[config.mk]
export PLATFORM = sky130hd
export DESIGN_NAME = multi_led_blink_controller
export DESIGN_NICKNAME = d
export VERILOG_FILES = /design/src/rtl/core/mlbc_pkg.sv /design/src/rtl/core/multi_led_blink_controller.sv /design/src/rtl/core/mlbc_lane.sv
export VERILOG_INCLUDE_DIRS = /design/src /design/src/rtl/core
export SDC_FILE = /design/constraint.sdc
export NUM_CORES = 1
export LEC_CHECK = 0
export ABC_AREA = 1
export BUFFER_PORTS_ARGS = -buffer_cell sky130_fd_sc_hd__buf_2
export CAP_MARGIN = 40
export CORE_MARGIN = 2
export CORE_UTILIZATION = 55
export CTS_CLUSTER_SIZE = 20
export DETAILED_ROUTE_END_ITERATION = 8
export GPL_ROUTABILITY_DRIVEN = 0
export GPL_TIMING_DRIVEN = 0
export PLACE_DENSITY = 0.71
export SYNTH_ARGS = -nofsm -noshare
export SYNTH_HDL_FRONTEND = slang
export SYNTH_SLANG_ARGS = --single-unit
[constraint.sdc]
create_clock -name clock -period 2.6 [get_ports clock]
set_input_delay 0.52 -clock clock [delete_from_list [all_inputs] [get_ports clock]]
set_output_delay 0.52 -clock clock [all_outputs]
set_load 0.05 [all_outputs]
[src/rtl/core/multi_led_blink_controller_defines.svh]
// assertion macros for the led blink controller
`ifndef MULTI_LED_BLINK_CONTROLLER_DEFINES_SVH
`define MULTI_LED_BLINK_CONTROLLER_DEFINES_SVH

// same-cycle implication, sampled on clock, off during reset
`define MLBC_ASSERT_NOW(label, ante, cons) \
   label: assert property (@(posedge clock) disable iff (reset) (ante) |-> (cons)) \
      else $error("mlbc assertion failed");

// next-cycle implication, sampled on clock, off during reset
`define MLBC_ASSERT_NEXT(label, ante, cons) \
   label: assert property (@(posedge clock) disable iff (reset) (ante) |=> (cons)) \
      else $error("mlbc assertion failed");

`endif

[src/rtl/core/mlbc_pkg.sv]
`timescale 1ns / 1ps

package mlbc_pkg;

   localparam logic [7:0]  COUNT_LIMIT = 8'd255;
   localparam logic [10:0] PERIOD_MAX  = 11'd1024;
   localparam logic [10:0] PERIOD_MIN  = 11'd4;
   localparam logic [3:0]  CFG_RESET   = 4'd8;

   typedef enum logic [1:0] {
      MODE_TICK  = 2'd0,
      MODE_BLINK = 2'd1,
      MODE_STOP  = 2'd2,
      MODE_HOLD  = 2'd3
   } mode_type;

   typedef struct packed {
      logic [1:0]  mode;
      logic [2:0]  channel;
      logic [15:0] blink_count;
      logic [15:0] half_period;
   } req_item_type;

   typedef struct packed {
      logic [7:0] lights;
      logic [7:0] active;
   } rsp_item_type;

   // per-channel update request, already qualified by item acceptance
   typedef struct packed {
      logic        tick;
      logic        stop;
      logic        blink;
      logic [15:0] count;
      logic [10:0] period;
   } lane_ctrl_type;

endpackage

[src/rtl/core/multi_led_blink_controller.sv]
// an accepted item waits in the input register; its result is registered in the output register when applied
// throughput: one item per cycle while the result is not stalled; a stalled
//    result blocks the next item only once the input register is full
// reset: synchronous, clears every channel and sets the channel limit csr_ff to 8
`timescale 1ns / 1ps
`include "multi_led_blink_controller_defines.svh"

module multi_led_blink_controller #(
   parameter int unsigned MAX_CHANNELS = 8
) (
   input  logic                  clock,
   input  logic                  reset,
   input  logic                  req_valid,
   output logic                  req_stall,
   input  mlbc_pkg::req_item_type req_item,
   output logic                  rsp_valid,
   input  logic                  rsp_stall,
   output mlbc_pkg::rsp_item_type rsp_item,
   input  logic                  csr_wr_en,
   input  logic [3:0]            csr_wr_data
);

   logic                   s1_valid_ff, s1_valid_in;
   mlbc_pkg::req_item_type s1_item_ff;
   logic                   rsp_valid_ff, rsp_valid_in;
   mlbc_pkg::rsp_item_type rsp_item_ff, rsp_item_in;
   logic [3:0]             csr_ff;
   logic                   advance;
   logic                   apply;
   logic                   is_tick, is_stop, is_blink;
   logic [10:0]            period;
   logic [MAX_CHANNELS-1:0] lit_vec;
   logic [MAX_CHANNELS-1:0] busy_vec;

   assign advance   = !rsp_valid_ff || !rsp_stall;
   assign apply     = s1_valid_ff && advance;
   assign req_stall = s1_valid_ff && !advance;
   assign s1_valid_in  = req_stall ? s1_valid_ff : req_valid;
   assign rsp_valid_in = advance ? s1_valid_ff : rsp_valid_ff;

   always_comb begin
      is_tick  = 1'b0;
      is_stop  = 1'b0;
      is_blink = 1'b0;
      unique case (mlbc_pkg::mode_type'(s1_item_ff.mode))
         mlbc_pkg::MODE_TICK:  is_tick  = apply;
         mlbc_pkg::MODE_BLINK: is_blink = apply;
         mlbc_pkg::MODE_STOP:  is_stop  = apply;
         mlbc_pkg::MODE_HOLD:  ;
      endcase
   end

   always_comb begin
      priority if (s1_item_ff.half_period > 16'(mlbc_pkg::PERIOD_MAX)) begin
         period = mlbc_pkg::PERIOD_MAX;
      end else if (s1_item_ff.half_period < 16'(mlbc_pkg::PERIOD_MIN)) begin
         period = mlbc_pkg::PERIOD_MIN;
      end else begin
         period = s1_item_ff.half_period[10:0];
      end
   end

   for (genvar i = 0; i < MAX_CHANNELS; i++) begin : g_lane
      mlbc_pkg::lane_ctrl_type ctrl;
      always_comb begin
         ctrl.tick   = is_tick;
         ctrl.stop   = is_stop;
         ctrl.blink  = is_blink && (int'(s1_item_ff.channel) == i) && (i < int'(csr_ff));
         ctrl.count  = s1_item_ff.blink_count;
         ctrl.period = period;
      end
      mlbc_lane u_lane (
         .clock     (clock),
         .reset     (reset),
         .ctrl      (ctrl),
         .lit_next  (lit_vec[i]),
         .busy_next (busy_vec[i])
      );
   end

   // bitmaps show channels 0..7 only
   for (genvar k = 0; k < 8; k++) begin : g_map
      if (k < MAX_CHANNELS) begin : g_used
         assign rsp_item_in.lights[k] = lit_vec[k];
         assign rsp_item_in.active[k] = busy_vec[k];
      end else begin : g_none
         assign rsp_item_in.lights[k] = 1'b0;
         assign rsp_item_in.active[k] = 1'b0;
      end
   end

   always_ff @(posedge clock) begin
      if (reset) begin
         s1_valid_ff  <= 1'b0;
         rsp_valid_ff <= 1'b0;
         csr_ff       <= mlbc_pkg::CFG_RESET;
      end else begin
         s1_valid_ff  <= s1_valid_in;
         rsp_valid_ff <= rsp_valid_in;
         if (csr_wr_en) begin
            csr_ff <= csr_wr_data;
         end
      end
   end

   always_ff @(posedge clock) begin
      if (req_valid && !req_stall) begin
         s1_item_ff <= req_item;
      end
      if (apply) begin
         rsp_item_ff <= rsp_item_in;
      end
   end

   assign rsp_valid = rsp_valid_ff;
   assign rsp_item  = rsp_item_ff;

   `MLBC_ASSERT_NEXT(a_apply_gives_result, apply, rsp_valid_ff)
   `MLBC_ASSERT_NOW(a_stall_only_when_full, req_stall, s1_valid_ff)
   `MLBC_ASSERT_NOW(a_lit_is_active, rsp_valid_ff, (rsp_item_ff.lights & ~rsp_item_ff.active) == 8'd0)
   `MLBC_ASSERT_NEXT(a_stop_result_dark, is_stop, rsp_item_ff.active == 8'd0)

endmodule

[src/rtl/core/mlbc_lane.sv]
`timescale 1ns / 1ps
`include "multi_led_blink_controller_defines.svh"

module mlbc_lane (
   input  logic                   clock,
   input  logic                   reset,
   input  mlbc_pkg::lane_ctrl_type ctrl,
   output logic                   lit_next,
   output logic                   busy_next
);

   logic [7:0]  pending_ff, pending_in;
   logic [10:0] period_ff, period_in;
   logic [10:0] ticks_ff, ticks_in;
   logic        lit_ff, lit_in;
   logic [8:0]  sum;
   logic [7:0]  total;
   logic [7:0]  pending_dec;

   always_comb begin
      sum         = {1'b0, pending_ff} + {1'b0, ctrl.count[7:0]};
      total       = ((ctrl.count[15:8] != 8'd0) || sum[8]) ? mlbc_pkg::COUNT_LIMIT : sum[7:0];
      pending_dec = pending_ff - 8'd1;
      pending_in  = pending_ff;
      period_in   = period_ff;
      ticks_in    = ticks_ff;
      lit_in      = lit_ff;
      priority if (ctrl.stop) begin
         pending_in = '0;
         period_in  = '0;
         ticks_in   = '0;
         lit_in     = 1'b0;
      end else if (ctrl.tick) begin
         if (pending_ff != 8'd0) begin
            if (ticks_ff > 11'd1) begin
               ticks_in = ticks_ff - 11'd1;
            end else if (lit_ff) begin
               lit_in   = 1'b0;
               ticks_in = period_ff;
            end else begin
               pending_in = pending_dec;
               if (pending_dec != 8'd0) begin
                  lit_in   = 1'b1;
                  ticks_in = period_ff;
               end else begin
                  ticks_in = '0;
               end
            end
         end
      end else if (ctrl.blink) begin
         if (ctrl.count == 16'd0) begin
            // soft stop: let the current blink finish
            if (pending_ff > 8'd1) begin
               pending_in = 8'd1;
            end
         end else begin
            period_in  = ctrl.period;
            pending_in = total;
            if (pending_ff == 8'd0) begin
               lit_in   = 1'b1;
               ticks_in = ctrl.period;
            end
         end
      end
   end

   always_ff @(posedge clock) begin
      if (reset) begin
         pending_ff <= '0;
         period_ff  <= '0;
         ticks_ff   <= '0;
         lit_ff     <= 1'b0;
      end else begin
         pending_ff <= pending_in;
         period_ff  <= period_in;
         ticks_ff   <= ticks_in;
         lit_ff     <= lit_in;
      end
   end

   assign lit_next  = lit_in;
   assign busy_next = (pending_in != 8'd0);

   `MLBC_ASSERT_NOW(a_lit_needs_pending, lit_ff, pending_ff != 8'd0)
   `MLBC_ASSERT_NOW(a_ticks_bounded, 1'b1, ticks_ff <= mlbc_pkg::PERIOD_MAX)
   `MLBC_ASSERT_NEXT(a_stop_clears, ctrl.stop, (pending_ff == 8'd0) && !lit_ff)

endmodule

==> reports/qor.csv <==
metric;value;unit
Unique masters post-synth;49;
Levels on crit path;15;
total core area;39700;um2
H-Tree Depth;2;
Synth Area in Compound Gates;14.3;%
endpoints failing setup;2;
Top Layer Used;met5;
most common cell after layout, fill and taps aside;nand2_1;
pre-CTS WS;-0.422;ns
CP Class;register to register;
Clock Path Buffers;3;
Crit-path slowest cell;edfxtp_1;
Critical Path AT;2.95;ns
crit-path cells;buf_8, ha_1, fa_2, nand2_1, nand2_1, nand3_2, nand2_1, nor2_4, nand3_2, nand2_1, nand2_1, a21oi_2, nand2_1, nand2_1, nand3_2;
Max Clk Rate;378;MHz
register area share after synthesis;30.1;%
Syn Nets;3676;
number of port buffers;63;
Post-Synth Simple-Gate Area;34.5;%
portion of netlist area occupied by mux cells;0;%
CP startpoint kind;register;
Fill cells;3758;
routed wl met2;32500;um
Critical Path Fanout Max;9;
ys async rst share;0;%
CTS Hold Buffers Added;0;
DRT antenna net count;0;
placed cell count;4110;
grt total ovfl;0;
Yosys top cell area share;22.9;%
Diodes inserted;0;
# rows;73;
status;complete, but fails checks;
failing checks;setup timing;
leakage;0.0127;uW
final worst slack;-0.0424;ns
routed length per instance;17.8;um
Final Slew Violations;0;
met1 WL;31300;um
Cell Pwr Density;521;nW/um2
final-report hold violation count;0;
Starting Density;55.8;%
initial antenna violation count;1;
Post-Syn Instances;3510;
DR pass1 iterations;6;
Die Wd;205;um
DR DRC count;0;
Cell Area, Synth;22200;um2
RSZ-0062 raised after global routing;true;
Ports;64;
largest net degree at the start of global routing;25;
met3 wire len;7350;um
Synth Area in Adders;7.04;%
Post-synth top flop;dfxtp_1;
commonest cells after routing, fill and taps aside;nand2_1 (965), inv_1 (407), nor2_1 (377), nand3_1 (295), o21ai_0 (278);
final WL;74700;um
Synth Register Bits;307;
vias in the first global route;22268;
area grow syn2layout;13.5;%
slew at the pin with the worst max-slew slack;0.973;ns
fraction of layout cells with a size suffix above 1;10.4;%
first-pass GRT wire length;116000;um
top cells by area, synth;dfxtp_1 (23%), nand2_1 (16%), edfxtp_1 (7.2%);
routed via count;23973;
Worst Hold Class;input pin to register;
most frequent CP cell;nand2_1;
Sink Count;307;
synth warn;0;
slew margin rel.;35.1;%
total power;13100;uW
Layout Cell Area excl Fill;25200;um2
Clk Latency, worst-skew pair;0.58;ns
CTS tree;built;
die area;42000;um2
Clock Tree Root;clkbuf_16;
crit end category;register;
Clock Pin Slew Worst Setup and Hold Paths;0.06;ns
XOR/XNOR share of the synthesized area;3.95;%
Worst Path Buf+Inv;1;
slowest stage delay, CP;0.40;ns
CP delay by family, top;simple AND/OR/NAND/NOR gates;
DP Area;23300;um2
post-detail-place hpwl;53900;um
Final nets;3814;
Post-synth EDFFs;53;
Req. time, crit path;2.90;ns
Post-Layout Cell Count;4203;
max-cap viol count;0;
gr usage total;35.4;%
Peak VDD IR;523;uV
vias per cell;5.70;
synthesized area per cell;6.32;um2
largest family of logic cells by synthesized area;simple AND/OR/NAND/NOR gates;
Iteration-0 DRC Markers;2429;
Period Utilization, post-route;102;%
die height;205;um
Fin Setup TNS;-0.0487;ns
cell count of the worst reg-to-reg path;15;
Hold Path Cell Cnt;1;
Tmin final;2.64;ns
area leader, netlist;dfxtp_1;
clock skew;0.0212;ns
Inserted Clock Buffers;39;
==> worst reg2reg max path: stages (launching register included) <==
cell	delay [ns]
edfxtp_1	0.40
buf_8	0.18
ha_1	0.24
fa_2	0.37
nand2_1	0.08
nand2_1	0.06
nand3_2	0.11
nand2_1	0.10
nor2_4	0.15
nand3_2	0.09
nand2_1	0.06
nand2_1	0.08
a21oi_2	0.17
nand2_1	0.07
nand2_1	0.08
nand3_2	0.12
==> per-stage QoR <==
step / utilization (%) / hold WS [ns]
after global routing: 63.4 / 0.0989
after global placement: 58.3 / 0.463
final: 63.4 / 0.111
after floorplan: - / 0.430
after detailed placement: 58.7 / 0.468
after CTS: 62.9 / 0.0948
==> logic make-up after synthesis <==
kind of cell    Yosys count
flops                   307
xor+xnor                100
fa+ha+maj               120
buf+inv                 557
simple gates           1815
compound gates          611
==> synth_stat cells (21+ instances only) <==
master and count:
xor2_1 83, dfxtp_1 254, nor3_1 21, nor2_1 388
clkbuf_1 51, nand2_1 967, nand3_1 311, ha_1 112
edfxtp_1 53, buf_4 25, o21ai_0 286, inv_1 415
buf_2 38, nand4_1 36, nand3b_1 22, a21oi_1 269
==> routing by layer <==
layer	vias to the layer above	track usage, %
met3	200	6.01
li1	11605	-
met2	1100	56.2
met4	2	16.4
met1	11066	46.9
met5	-	0
==> final cells by class <==
type | count | area [um2] | area share (%)
well taps | 525 | 657 | 2.61
repair buffers | 97 | 738 | 2.93
clock buffers | 43 | 1040 | 4.14
flip-flops and latches | 307 | 6680 | 26.5
plain buffers | 123 | 636 | 2.52
clock inverters | 28 | 328 | 1.30
inverters | 434 | 1640 | 6.52
multi-input cells | 2646 | 13500 | 53.5
==> state kept, by name, summed over array words and instances, names as in the netlist <==
signal and count:
s1_valid_ff 1, g_lane.u_lane.ticks_ff 88, g_lane.u_lane.period_ff 88, s1_item_ff 21, g_lane.u_lane.pending_ff 64, g_lane.ctrl 16, csr_ff 4, rsp_item 16
rsp_valid 1, g_lane.u_lane.lit_ff 8
==> worst paths after layout <==
kind / start / endpoint / slack, ns
max: g_lane[0].ctrl[11] / rsp_item[5] / -0.04
min: req_item[12] / s1_item_ff[12] / 0.11
max reg2reg: g_lane[0].ctrl[11] / rsp_item[5] / -0.04
min reg2reg: g_lane[2].u_lane.period_ff[10] / g_lane[2].u_lane.period_ff[10] / 0.48
==> report_power, final <==
group	internal, uW	total [uW]	switching (uW)	leakage, uW
clock network	3520	5860	2340	0.000675
registers	4960	5050	88.6	0.00257
logic	683	2200	1520	0.00950
==> repair_timing <==
item	CTS	global route
gates cloned	0	0
resized for setup	36	54
endpoints found under the setup margin	128	35
pin swaps	1	6
setup buffers	15	7
Power figures use the tool's default switching activity.
